<file path="config.mk">
export PLATFORM = sky130hd
export DESIGN_NAME = first_fit_allocator_with_compaction_core
export DESIGN_NICKNAME = d
export VERILOG_FILES = /design/src/design/ffa_pkg.sv /design/src/design/ffa_ram.sv /design/src/design/first_fit_allocator_with_compaction_core.sv
export SDC_FILE = /design/constraint.sdc
export NUM_CORES = 2
export LEC_CHECK = 0
export BUFFER_PORTS_ARGS = -buffer_cell sky130_fd_sc_hd__buf_2
export CAP_MARGIN = 5
export CORE_AREA = 2 2 462 464
export DETAILED_ROUTE_END_ITERATION = 12
export DIE_AREA = 0 0 464 466
export PLACE_DENSITY = 0.67
export SLEW_MARGIN = 20
export SYNTH_ARGS = -nofsm -noshare
export SYNTH_HDL_FRONTEND = slang
export SYNTH_HIERARCHICAL = 1
export SYNTH_SLANG_ARGS = --single-unit
export TNS_END_PERCENT = 1
</file>
<file path="constraint.sdc">
create_clock -name clock -period 8.3 [get_ports clock]
set_input_delay 1.245 -clock clock [delete_from_list [all_inputs] [get_ports clock]]
set_output_delay 1.245 -clock clock [all_outputs]
set_load 0.1 [all_outputs]
</file>
<file path="src/design/ffa_pkg.sv">
// Package with constants, types and codes of the first-fit allocator.
package ffa_pkg;
   localparam int MaxCells   = 128;
   localparam int MaxHandles = 128;
   localparam int CellW      = $clog2(MaxCells);
   localparam int CellCntW   = $clog2(MaxCells + 1);
   localparam int HndW       = $clog2(MaxHandles);
   localparam int HndCntW    = $clog2(MaxHandles + 1);
   localparam int SumW       = 17;

   localparam logic [1:0] OpAlloc = 2'd0;
   localparam logic [1:0] OpErase = 2'd1;

   localparam logic [2:0] StAlloc   = 3'd0;
   localparam logic [2:0] StNull    = 3'd1;
   localparam logic [2:0] StErased  = 3'd2;
   localparam logic [2:0] StIllegal = 3'd3;
   localparam logic [2:0] StDefrag  = 3'd4;

   typedef enum logic [3:0] {
      S_IDLE, S_SCAN, S_MARK, S_ERD, S_CLEAR, S_DSEL, S_DWAIT, S_DPLACE, S_FILL, S_DONE
   } state_type;
endpackage

</file>
<file path="src/design/ffa_ram.sv">
// Generic simple dual-port RAM (one write port, one read port) with registered read.
module ffa_ram #(
   parameter int Width = 8,
   parameter int Depth = 128
) (
   input  logic                     clock,
   input  logic                     wr_en,
   input  logic [$clog2(Depth)-1:0] wr_addr,
   input  logic [Width-1:0]         wr_data,
   input  logic [$clog2(Depth)-1:0] rd_addr,
   output logic [Width-1:0]         rd_data
);
   logic [Width-1:0] mem [Depth];
   always_ff @(posedge clock) begin
      if (wr_en) mem[wr_addr] <= wr_data;
      rd_data <= mem[rd_addr];
   end
endmodule

</file>
<file path="src/design/first_fit_allocator_with_compaction_core.sv">
// Top level: first-fit cell allocator with compaction, one shared counter unit.
// Allocate scans cells one a cycle.
// busy is high from the accepted start until the result strobe; one item at a time.
// Results are strobed for one cycle and cannot be stalled by the receiver.
// Synchronous active-high reset clears the cell map, live bits and the handle counter.
module first_fit_allocator_with_compaction_core (
   input  logic       clock,
   input  logic       reset,
   input  logic       start,
   output logic       busy,
   input  logic [1:0] req_operation,
   input  logic [7:0] req_block_size,
   input  logic [7:0] req_erase_handle,
   input  logic       csr_wr_en,
   input  logic [7:0] csr_wr_data,
   output logic       rsp_valid,
   output logic [2:0] rsp_status,
   output logic [7:0] rsp_new_handle
);
   import ffa_pkg::*;

   // Control state.
   state_type state_ff, state_in;
   logic [7:0] cells_ff;
   logic [MaxCells-1:0] busy_map_ff;
   logic [MaxHandles-1:0] live_ff;
   logic [HndCntW-1:0] issued_ff;
   // Working registers.
   logic [1:0] op_ff;
   logic [7:0] len_ff, hnd_ff;
   logic [SumW-1:0] idx_ff;      // shared counter: scan position, mark/clear offset, walk index, fill address
   logic [8:0] run_ff;           // length of current free run
   logic [SumW-1:0] now_ff;      // next compacted address
   logic [HndW-1:0] best_ff;     // defrag: chosen handle
   logic [8:0] best_start_ff;    // 256 means none
   logic [MaxHandles-1:0] done_ff; // defrag: already placed
   logic [SumW-1:0] base_ff;
   logic [2:0] st_ff;
   logic [7:0] nh_ff;

   logic [CellCntW-1:0] eff;
   assign eff = (cells_ff > 8'(MaxCells)) ? CellCntW'(MaxCells) : CellCntW'(cells_ff);

   // Start and length stores: start RAM and length RAM.
   logic st_we, ln_we;
   logic [HndW-1:0] st_wa, rd_a;
   logic [7:0] st_wd, st_rd, ln_rd;
   ffa_ram #(.Width(8), .Depth(MaxHandles)) u_start (
      .clock(clock), .wr_en(st_we), .wr_addr(st_wa), .wr_data(st_wd),
      .rd_addr(rd_a), .rd_data(st_rd));
   ffa_ram #(.Width(8), .Depth(MaxHandles)) u_len (
      .clock(clock), .wr_en(ln_we), .wr_addr(st_wa), .wr_data(len_ff),
      .rd_addr(rd_a), .rd_data(ln_rd));

   logic [HndW-1:0] walk_h;
   assign walk_h = idx_ff[HndW-1:0];
   assign busy = (state_ff != S_IDLE);
   assign rsp_valid = (state_ff == S_DONE);
   assign rsp_status = st_ff;
   assign rsp_new_handle = nh_ff;

   // Defrag selection: walk issued handles reading start, keep smallest not done.
   // RAM read is registered, so handle idx-1 data appears while idx is issued.
   logic [HndW-1:0] prev_h;
   assign prev_h = walk_h - HndW'(1);

   always_comb begin
      state_in = state_ff;
      unique case (state_ff)
         S_IDLE: if (start) begin
            if (req_operation == OpAlloc) begin
               if (issued_ff >= HndCntW'(MaxHandles) || eff == '0 ||
                   {1'b0, req_block_size} > 9'(eff)) state_in = S_DONE;
               else if (req_block_size == 8'd0) state_in = S_MARK;
               else state_in = S_SCAN;
            end else if (req_operation == OpErase) begin
               if (req_erase_handle == 8'd0 ||
                   {1'b0, req_erase_handle} > 9'(issued_ff) ||
                   !live_ff[HndW'(req_erase_handle - 8'd1)]) state_in = S_DONE;
               else state_in = S_ERD;
            end else state_in = S_DSEL;
         end
         S_SCAN: begin
            if (idx_ff >= SumW'(eff)) state_in = S_DONE;
            else if (!busy_map_ff[idx_ff[CellW-1:0]] &&
                     run_ff + 9'd1 == {1'b0, len_ff}) state_in = S_MARK;
         end
         S_MARK:  if (idx_ff >= SumW'(len_ff)) state_in = S_DONE;
         S_ERD:   state_in = S_CLEAR;
         S_CLEAR: if (idx_ff >= SumW'(ln_rd)) state_in = S_DONE;
         S_DSEL:  state_in = S_DWAIT;
         S_DWAIT: if (idx_ff > SumW'(issued_ff)) state_in = S_DPLACE;
         S_DPLACE: state_in = (best_start_ff[8]) ? S_FILL : S_DSEL;
         S_FILL:  if (idx_ff >= SumW'(MaxCells) - SumW'(1)) state_in = S_DONE;
         S_DONE:  state_in = S_IDLE;
         default: state_in = S_IDLE;
      endcase
   end

   always_comb begin
      st_we = 1'b0; ln_we = 1'b0;
      st_wa = hnd_ff[HndW-1:0]; st_wd = base_ff[7:0];
      rd_a = hnd_ff[HndW-1:0];
      if (state_ff == S_MARK && idx_ff == '0) begin
         st_we = 1'b1; ln_we = 1'b1; st_wa = issued_ff[HndW-1:0];
      end
      if (state_ff == S_DPLACE && !best_start_ff[8]) begin
         st_we = 1'b1; st_wa = best_ff; st_wd = now_ff[7:0];
      end
      if (state_ff == S_DWAIT || state_ff == S_DSEL) rd_a = walk_h;
      if (state_ff == S_DPLACE) rd_a = best_ff;
   end

   always_ff @(posedge clock) begin
      if (reset) begin
         state_ff <= S_IDLE; cells_ff <= 8'd128;
         busy_map_ff <= '0; live_ff <= '0; issued_ff <= '0;
      end else begin
         state_ff <= state_in;
         if (csr_wr_en) cells_ff <= csr_wr_data;
         unique case (state_ff)
            S_IDLE: if (start) begin
               op_ff <= req_operation; len_ff <= req_block_size;
               hnd_ff <= req_erase_handle - 8'd1;
               idx_ff <= '0; run_ff <= '0; base_ff <= '0; now_ff <= '0;
               done_ff <= '0; best_start_ff <= 9'h100; nh_ff <= '0;
               st_ff <= (req_operation == OpAlloc) ? StNull :
                        (req_operation == OpErase) ? StIllegal : StDefrag;
            end
            S_SCAN: begin
               if (busy_map_ff[idx_ff[CellW-1:0]]) begin
                  run_ff <= '0; base_ff <= idx_ff + SumW'(1);
                  idx_ff <= idx_ff + SumW'(1);
               end else if (run_ff + 9'd1 == {1'b0, len_ff}) idx_ff <= '0;
               else begin
                  run_ff <= run_ff + 9'd1; idx_ff <= idx_ff + SumW'(1);
               end
            end
            S_MARK: begin
               if (idx_ff >= SumW'(len_ff)) begin
                  live_ff[issued_ff[HndW-1:0]] <= 1'b1;
                  issued_ff <= issued_ff + HndCntW'(1);
                  st_ff <= StAlloc;
                  nh_ff <= 8'(issued_ff + HndCntW'(1));
               end else begin
                  if (base_ff + idx_ff < SumW'(MaxCells))
                     busy_map_ff[CellW'(base_ff + idx_ff)] <= 1'b1;
                  idx_ff <= idx_ff + SumW'(1);
               end
            end
            S_ERD: idx_ff <= '0;
            S_CLEAR: begin
               if (idx_ff >= SumW'(ln_rd)) begin
                  live_ff[hnd_ff[HndW-1:0]] <= 1'b0; st_ff <= StErased;
               end else begin
                  if (SumW'(st_rd) + idx_ff < SumW'(MaxCells))
                     busy_map_ff[CellW'(SumW'(st_rd) + idx_ff)] <= 1'b0;
                  idx_ff <= idx_ff + SumW'(1);
               end
            end
            S_DSEL: begin
               idx_ff <= SumW'(1); best_start_ff <= 9'h100;
            end
            S_DWAIT: begin
               // Compare the start of handle idx-1 against the best so far.
               if (live_ff[prev_h] && !done_ff[prev_h] &&
                   {1'b0, st_rd} < best_start_ff) begin
                  best_start_ff <= {1'b0, st_rd}; best_ff <= prev_h;
               end
               idx_ff <= idx_ff + SumW'(1);
            end
            S_DPLACE: begin
               idx_ff <= '0;
               if (!best_start_ff[8]) done_ff[best_ff] <= 1'b1;
            end
            S_FILL: begin
               busy_map_ff[idx_ff[CellW-1:0]] <= (idx_ff < now_ff);
               idx_ff <= idx_ff + SumW'(1);
            end
            default: ;
         endcase
         // Length of the placed block arrives in the cycle after DPLACE, in DSEL.
         if (state_ff == S_DSEL && op_ff[1] && best_start_ff != 9'h100 &&
             idx_ff == '0 && done_ff != '0)
            now_ff <= now_ff + SumW'(ln_rd);
      end
   end
endmodule

</file>
# Word level (Yosys, flattened, before mapping)
# Memory sizes are Yosys's and may differ from the RTL's. A register that Yosys moved wholly into a read port is not among the register bits.
# Cells that the tools add are included.
[word_totals]
mem_count = 2
ram_bits = 2048
wordCells = 230
output_inout_bits = 13
inputBits = 30
ff_bits = 508
[mem_list]
columns = ["name", "words", "width", "rd", "rd_ports_with_merged_regs", "wr", "line", "rtl"]
rows = [
  ["u_len.mem", 128, 8, 1, 1, 1, "ffa_ram.sv:13", "logic [Width-1:0] mem [Depth];"],
  ["u_start.mem", 128, 8, 1, 1, 1, "ffa_ram.sv:13", ""],
]
[op_classes]
n_reduce_logical = 58
n_addsub = 8
eq_ne = 26
n_mux = 84
bitwise = 8
n_lt_le_gt_ge = 27
[ops]
columns = ["operator", "n"]
rows = [
  ["$mux 128", 8],
  ["$pmux 128 s2", 2],
  ["$or 128x128->128", 3],
  ["$pmux 128 s3", 1],
  ["$and 128x128->128", 2],
  ["$not 128->128", 2],
  ["$mux 17", 8],
  ["$bwmux 128", 1],
  ["$reduce_bool 128->1", 1],
  ["$pmux 17 s7", 1],
  ["$lt 7x8->1 const B", 8],
  ["$ge 17x8->1", 3],
  ["$mux 4", 12],
  ["$mux 9", 5],
  ["$demux 1 s7", 6],
  ["$ge 7x1->1 const B", 6],
  ["$pmux 4 s9", 1],
  ["$lt 17x8->1 const B", 2],
  ["$pmux 17 s2", 1],
  ["$mux 8", 4],
  ["$bmux 1 s7", 4],
  ["$mux 7", 4],
  ["$pmux 9 s3", 1],
  ["$logic_not 8->1", 3],
  ["47 further kinds", 122],
]

# Longest topological paths before layout
[logic_depth]
word_depth = 10
depth_mapped = 16
mapped_depth_nobuf = 12

# Hierarchy
# The synthesis kept the hierarchy.
[by_module_without_submodules]
columns = ["module", "seq_area_each_um2", "area_each_um2", "n_inst", "cells_each"]
rows = [
  ["ffa_ram", 30909.6, 39665.5, 2, 1635],
  ["first_fit_allocator_with_compaction_core", 12462.0, 32072.0, 1, 3657],
]

# Least setup slack after synthesis
# OpenSTA, ideal clock, no wires.
[synth_path]
path_kind = "reg-to-reg"
start = "register state_ff[1]"
end = "memory u_start.mem[0][1] (data pin)"
setup_ns = 1.197
synth_period_minus_slack_ns = 7.333
path_buffers = 2
t_required_ns = 7.103
setup_slack_ns = 0.967
stages_incl_launch_ff = 6
arrival_ns = 6.135
path_cell_list = "dfxtp_1 clkbuf_1 nand3_1 nor2_1 clkbuf_1 o21ai_0"
[synth_between]
elab_chain_cells = 3
[synth_lines]
columns = ["item", "line", "rtl"]
rows = [
  ["start: declaration", "first_fit_allocator_with_compaction_core.sv:23", "state_type state_ff, state_in;"],
  ["start signal: assignment", "first_fit_allocator_with_compaction_core.sv:119", "state_ff <= state_in;"],
  ["$eq 4x3->1", "first_fit_allocator_with_compaction_core.sv:107", "if (state_ff == S_DPLACE && !best_start_ff[8]) begin"],
  ["$logic_and 1x1->1", "first_fit_allocator_with_compaction_core.sv:107", ""],
  ["$mux 8", "first_fit_allocator_with_compaction_core.sv:107", ""],
  ["named net st_wd[1]", "first_fit_allocator_with_compaction_core.sv:47", "logic [7:0] st_wd, st_rd, ln_rd;"],
  ["end: declaration", "ffa_ram.sv:13", ""],
]
# The timed path passes the listed nets, and every way through them passes these cells.

# Final worst setup path
[layout_path]
start = "register idx_ff[8]"
end = "memory u_len.mem[45][5], enable pin"
[layout_between]
word_cells_on_any_way = 7
cone_classes = "mux: 5; reduce/logical: 2"
[layout_rtl]
columns = ["item", "line", "rtl"]
rows = [
  ["start: declaration", "first_fit_allocator_with_compaction_core.sv:31", "logic [SumW-1:0] idx_ff;"],
  ["start signal: assignment", "first_fit_allocator_with_compaction_core.sv:133", "idx_ff <= idx_ff + SumW'(1);"],
  ["start signal: assignment", "first_fit_allocator_with_compaction_core.sv:136", "run_ff <= run_ff + 9'd1; idx_ff <= idx_ff + SumW'(1);"],
  ["start signal: assignment", "first_fit_allocator_with_compaction_core.sv:148", "idx_ff <= idx_ff + SumW'(1);"],
  ["$logic_not 17->1", "first_fit_allocator_with_compaction_core.sv:104", "if (state_ff == S_MARK && idx_ff == '0) begin"],
  ["$logic_and 1x1->1", "first_fit_allocator_with_compaction_core.sv:104", ""],
  ["$mux 7", "first_fit_allocator_with_compaction_core.sv:104", ""],
  ["$mux 7", "first_fit_allocator_with_compaction_core.sv:107", ""],
  ["named net st_wa[2]", "first_fit_allocator_with_compaction_core.sv:46", "logic [HndW-1:0] st_wa, rd_a;"],
  ["end: declaration", "ffa_ram.sv:13", ""],
]
# The timed path passes the listed nets, and every way through them passes these cells.

==> results.md <==
- Setup repair after global routing left no endpoint under its margin.
- The clock network latency to the later pin of the worst-skew pair is 960 ps.
- The leakage power is 0.03875 µW.
- The setup check on the worst reg-to-reg path leaves a slack of 2350 ps.
- The endpoint of the lowest-slack register-to-register path is u_len/mem[45][5]$_DFFE_PP_.
- The vias per cell is 6.866.
- The area added between synthesis and finish is 10.91%.
- The worst stage delay on the critical path is 950 ps.
- The tree is rooted in a sky130_fd_sc_hd__clkbuf_16.
- Global routing finished with a remaining overflow of 0.
- The number of cells on the worst reg-to-reg path is 10.
- The die covers about 0.22 mm².
- After synthesis, the netlist uses 80 different library cells.
- After the first detailed-routing iteration, the DRC count stood at 9953.
- Counting the fill cells in the layout gives 15591.
- The max-cap check violation count is 0.
- The number of enable flip-flop cells after synthesis is 2279.
- The pin slew with the least headroom to its limit is 1216 ps.
- The count of buffers added on input and output ports is 42.
- The run finished with clean final reports.
- The kind of launch point of the worst setup path is a flop.
- The top achievable clock speed is 0.1682 GHz.
- The number of H-tree branching levels is 5.
- The largest net degree at the start of global routing is about 140.
- The max-slew violation count is 0.
- Of all nets on the critical path, the largest fanout is 20.
- The routed wire length is 311700 µm.
- The slowest stage of the critical path is the sky130_fd_sc_hd__nor2_1 cell.
- Cell internal power was estimated by the tool at roughly 27000 µW.
- The floorplan has 169 rows.
- In this run, post-CTS repair resized a total of 0 instances.
- The critical path starts at idx_ff[8]$_DFFE_PP_.
- The worst hold path depth is 2.
- The layout net count is 7079.
- The total via count in the routed design is between 60000 and 70000.
- The switching share of power is 34.32%.
- The type of destination of the critical path is a flop.
- Together, buffers and inverters on the worst path number 1.
- The number of antenna violations at the first check in global routing is 5.
- After detailed routing, the number of remaining DRC violations is 0.
- The completed layout was analyzed and its total power is 40660 µW.
- The cell area after technology mapping is 0.1114 mm².
- Post-CTS timing repair inserted 0 buffers for setup.
- At the end of routability-driven placement, the weighted congestion stood at about 0.97.
- In this run the remaining antenna-violating nets after routing total 0.
- The number of buffers on the longest clock path is 4.
- The number of buffers inserted during clock tree synthesis is 278.
- VDD sags by at most 0.0005158 V.
- With fillers left out, the area of the finished cells amounts to 0.1236 mm².
- The global-route wire length before repair is about 460000 µm.
- Summed over all failing endpoints, the final setup total negative slack is 0 ps.
- The worst hold path belongs to the class reg2reg.
- By startpoint and endpoint, the worst setup path is classified as reg2reg.
- The post-route minimum period is between 5000 and 6000 ps.
- In the synthesized netlist the dominant register cell turns out to be sky130_fd_sc_hd__edfxtp_1.
- The die is approximately 460 µm wide.
- Among cell families on the critical path, the largest total delay comes from simple AND/OR/NAND/NOR gates.
- The end point of the critical path is u_len/mem[45][5]$_DFFE_PP_.
- The via count of the first global-routing pass is 66617.
- Sequential cells burn about 40% of the power.
- The power density of the placed cells is 329.1 mW/mm².
- Sequential elements use about two thirds of the synthesized area.
- Detailed placement ended at an HPWL of 190900 µm.
- Traced cell by cell, the critical path runs through nor4_1 > nand3_1 > or4_1 > nor2_1 > mux2i_1 > o21ai_2 > buf_4 > nor2b_1 > nand3_2 > nor2_1.
- The CTS tree is done.
- The overall global routing resource usage is 28.59%.
- The beginning of the worst register-to-register path is idx_ff[8]$_DFFE_PP_.
- After detailed routing, the average wire length per cell comes to 31.33 µm.
- The final count of hold timing violations is 0.
- The total area inside the core boundary comes to 0.2112 mm².
- Data arrives at the worst endpoint at 6440 ps.
- The cell count after synthesis came out at 6927.
- The final clock period utilization by the worst path is between 70% and 80%.
- The CTS sink count is between 2000 and 3000.
- The detailed-routing iteration count for the pre-antenna-repair pass is 10.
- In this run the cell area measured after placement is about 0.11 mm².
- The finished layout holds 9947 standard cells, fillers aside.
- Cells with a size suffix above 1 make up about a fifth of the layout.
- The total setup violations reported at the end of the flow is 0.
- Per report_power, the combinational group accounts for 31.0% of the total.
- The most common cell type on the critical path is sky130_fd_sc_hd__nor2_1.
- The height of the die is 466 µm.
- The number of nets produced by synthesis is 7070.
- The worst-case headroom to the max-slew limit is between 10% and 20%.
- The critical path runs through a total of 10 cells.
- Yosys printed 6 warnings.
- The final design utilization is 58.49%.
- After synthesis the netlist holds a flip-flop and latch count of ~2600.
- The initial utilization of the core area, before any placement, comes to 52.74%.
- The clock network accounts for between 20 and 30% of the total power.
- Summed over all nets, the switching power comes to approximately 14000 µW.
- For this design, the CTS-stage hold fixing added 0 buffers.
- Counting flops with an async set or reset pin after synthesis yields a share of 0%.
- The clock skew after layout is 87.32 ps.
- The mean post-synth cell area is 16.08 µm².
- The number of top-level design ports is 43.
- The required time of the critical path is 8800 ps.
- The number of placed instances, taps included, is ~9500.
- The clock transition at the register clock pins on the worst setup and hold paths after CTS is 60 ps.
cell type report:
cell class                 count  area [µm²]  area share (%)
antenna                        2       5.005        0.004051
clock buffer                 349        7475           6.050
clock inverter               119        1059          0.8567
inverter                     135       509.2          0.4122
multi-input combinational   3765       35210           28.50
sequential                  2571       74280           60.12
tap                         2821        3530           2.857
timing repair buffer         185        1488           1.204
registers in the layout (all words and copies together), names as in the netlist, 9 cells and up:
| name | flops |
|---|---|
| best_start_ff | 9 |
| u_len/mem | 1024 |
| base_ff | 17 |
| idx_ff | 17 |
| u_start/mem | 1024 |
| busy_map_ff | 128 |
| now_ff | 17 |
| done_ff | 128 |
| run_ff | 9 |
| live_ff | 128 |
stage by stage:
stage               hold WS [ps]  setup WS (ps)
global placement           453.3           2393
floorplan                  432.1          967.1
global route               491.5           2119
finish                     474.7           2354
detailed placement         462.8           2324
CTS                        471.4           2284
power by group through the flow:
| stage | registers (µW) | clock network [µW] | logic, µW |
|---|---|---|---|
| final | 16200 | 11800 | 12600 |
| after detailed placement | 16500 | 0 | 12200 |
| after global routing | 16300 | 12500 | 13200 |
| after CTS | 16200 | 12000 | 12300 |
| after floorplan | 16400 | 0 | 8040 |
| after global placement | 16400 | 0 | 12000 |
cells in the mapped netlist (13+ instances only):
master	instances	area, µm²
sky130_fd_sc_hd__o221a_1	93	1047
sky130_fd_sc_hd__mux2i_1	33	330.3
sky130_fd_sc_hd__o221a_2	23	259.0
sky130_fd_sc_hd__buf_4	24	180.2
sky130_fd_sc_hd__nand2b_1	37	231.5
sky130_fd_sc_hd__a21o_1	23	172.7
sky130_fd_sc_hd__clkbuf_1	320	1201
sky130_fd_sc_hd__o221ai_1	59	516.8
sky130_fd_sc_hd__nand2_1	454	1704
sky130_fd_sc_hd__nor2_1	600	2252
sky130_fd_sc_hd__xor2_1	16	140.1
sky130_fd_sc_hd__o21ai_0	267	1336
sky130_fd_sc_hd__a31oi_1	47	294.0
sky130_fd_sc_hd__o211ai_1	25	187.7
sky130_fd_sc_hd__nand3_1	134	670.6
sky130_fd_sc_hd__nor3_1	75	375.4
sky130_fd_sc_hd__inv_1	130	488.0
sky130_fd_sc_hd__buf_6	13	146.4
sky130_fd_sc_hd__ha_1	110	1376
sky130_fd_sc_hd__nor4_1	54	337.8
sky130_fd_sc_hd__dfxtp_1	292	5846
sky130_fd_sc_hd__nand4_1	39	244.0
sky130_fd_sc_hd__a22oi_1	66	495.5
sky130_fd_sc_hd__xnor2_1	49	429.2
sky130_fd_sc_hd__mux2_2	40	450.4
sky130_fd_sc_hd__and3_1	25	156.4
sky130_fd_sc_hd__nor3b_1	15	112.6
sky130_fd_sc_hd__a41oi_1	31	271.5
sky130_fd_sc_hd__buf_1	56	210.2
sky130_fd_sc_hd__mux4_2	731	16460
sky130_fd_sc_hd__or3_1	14	87.58
sky130_fd_sc_hd__o21a_1	14	105.1
sky130_fd_sc_hd__buf_2	43	215.2
sky130_fd_sc_hd__and2_1	15	93.84
sky130_fd_sc_hd__nor2b_1	54	337.8
sky130_fd_sc_hd__edfxtp_1	2279	68440
sky130_fd_sc_hd__a221oi_1	89	779.5
sky130_fd_sc_hd__a21oi_1	336	1682
sky130_fd_sc_hd__o32ai_1	52	455.4
per-layer routing:
layer / share of wire, % / track usage, %
met4: 4.8 / 12.08
met5: 0 / 0
met3: 11 / 6.469
met2: 45 / 43.09
met1: 39 / 40.50
logic make-up after synthesis:
family          after synthesis  synth area share [%]
flops                      2571                 66.68
fa+ha+maj                   113                 1.289
mux                         804                 15.48
simple gates               1555                 6.209
buf+inv                     591                 2.208
compound gates             1226                 7.586
xor+xnor                     67                0.5514
how the worst min path moves through the flow:
stage / slack [ps] / startpoint / to
2_1_floorplan: 430 / busy_map_ff[127]$_SDFFE_PP0P_ / busy_map_ff[127]$_SDFFE_PP0P_
3_3_place_gp: 450 / busy_map_ff[43]$_SDFFE_PP0P_ / busy_map_ff[43]$_SDFFE_PP0P_
3_5_place_dp: 460 / busy_map_ff[43]$_SDFFE_PP0P_ / busy_map_ff[43]$_SDFFE_PP0P_
4_1_cts: 470 / busy_map_ff[41]$_SDFFE_PP0P_ / busy_map_ff[41]$_SDFFE_PP0P_
5_1_grt: 490 / busy_map_ff[127]$_SDFFE_PP0P_ / busy_map_ff[127]$_SDFFE_PP0P_
6_report: 470 / busy_map_ff[57]$_SDFFE_PP0P_ / busy_map_ff[57]$_SDFFE_PP0P_
worst register-to-register path, delay by kind of cell (launching register included):
kind                   cells  cell delay [ps]
AND/OR/NAND/NOR            7             4250
buffers and inverters      1              290
flip-flops                 1              520
multiplexers               1              220
AO/OA/AOI/OAI              1              270
cell usage in the layout, fill, tap and decap left out, types with 18 or more instances in the layout:
master	instances
sky130_fd_sc_hd__nor3_1	53
sky130_fd_sc_hd__bufinv_16	18
sky130_fd_sc_hd__clkinv_2	39
sky130_fd_sc_hd__dfxtp_1	292
sky130_fd_sc_hd__o211ai_1	25
sky130_fd_sc_hd__mux4_2	731
sky130_fd_sc_hd__a21oi_1	324
sky130_fd_sc_hd__edfxtp_1	2279
sky130_fd_sc_hd__buf_2	41
sky130_fd_sc_hd__a221oi_1	89
sky130_fd_sc_hd__and3_1	24
sky130_fd_sc_hd__a21o_1	23
sky130_fd_sc_hd__a22oi_1	66
sky130_fd_sc_hd__inv_1	129
sky130_fd_sc_hd__a31oi_1	47
sky130_fd_sc_hd__nand4_1	39
sky130_fd_sc_hd__clkbuf_16	287
sky130_fd_sc_hd__mux2_2	33
sky130_fd_sc_hd__nand3_1	129
sky130_fd_sc_hd__mux2i_1	33
sky130_fd_sc_hd__o21ai_0	260
sky130_fd_sc_hd__nor2_1	590
sky130_fd_sc_hd__o32ai_1	52
sky130_fd_sc_hd__ha_1	109
sky130_fd_sc_hd__clkbuf_1	56
sky130_fd_sc_hd__nor4_1	49
sky130_fd_sc_hd__nand2b_1	37
sky130_fd_sc_hd__o221a_2	23
sky130_fd_sc_hd__o221a_1	93
sky130_fd_sc_hd__buf_4	129
sky130_fd_sc_hd__a41oi_1	31
sky130_fd_sc_hd__xnor2_1	49
sky130_fd_sc_hd__nand2_1	454
sky130_fd_sc_hd__clkinv_1	45
sky130_fd_sc_hd__o221ai_1	59
sky130_fd_sc_hd__nor2b_1	52
Power figures use the tool's default switching activity.
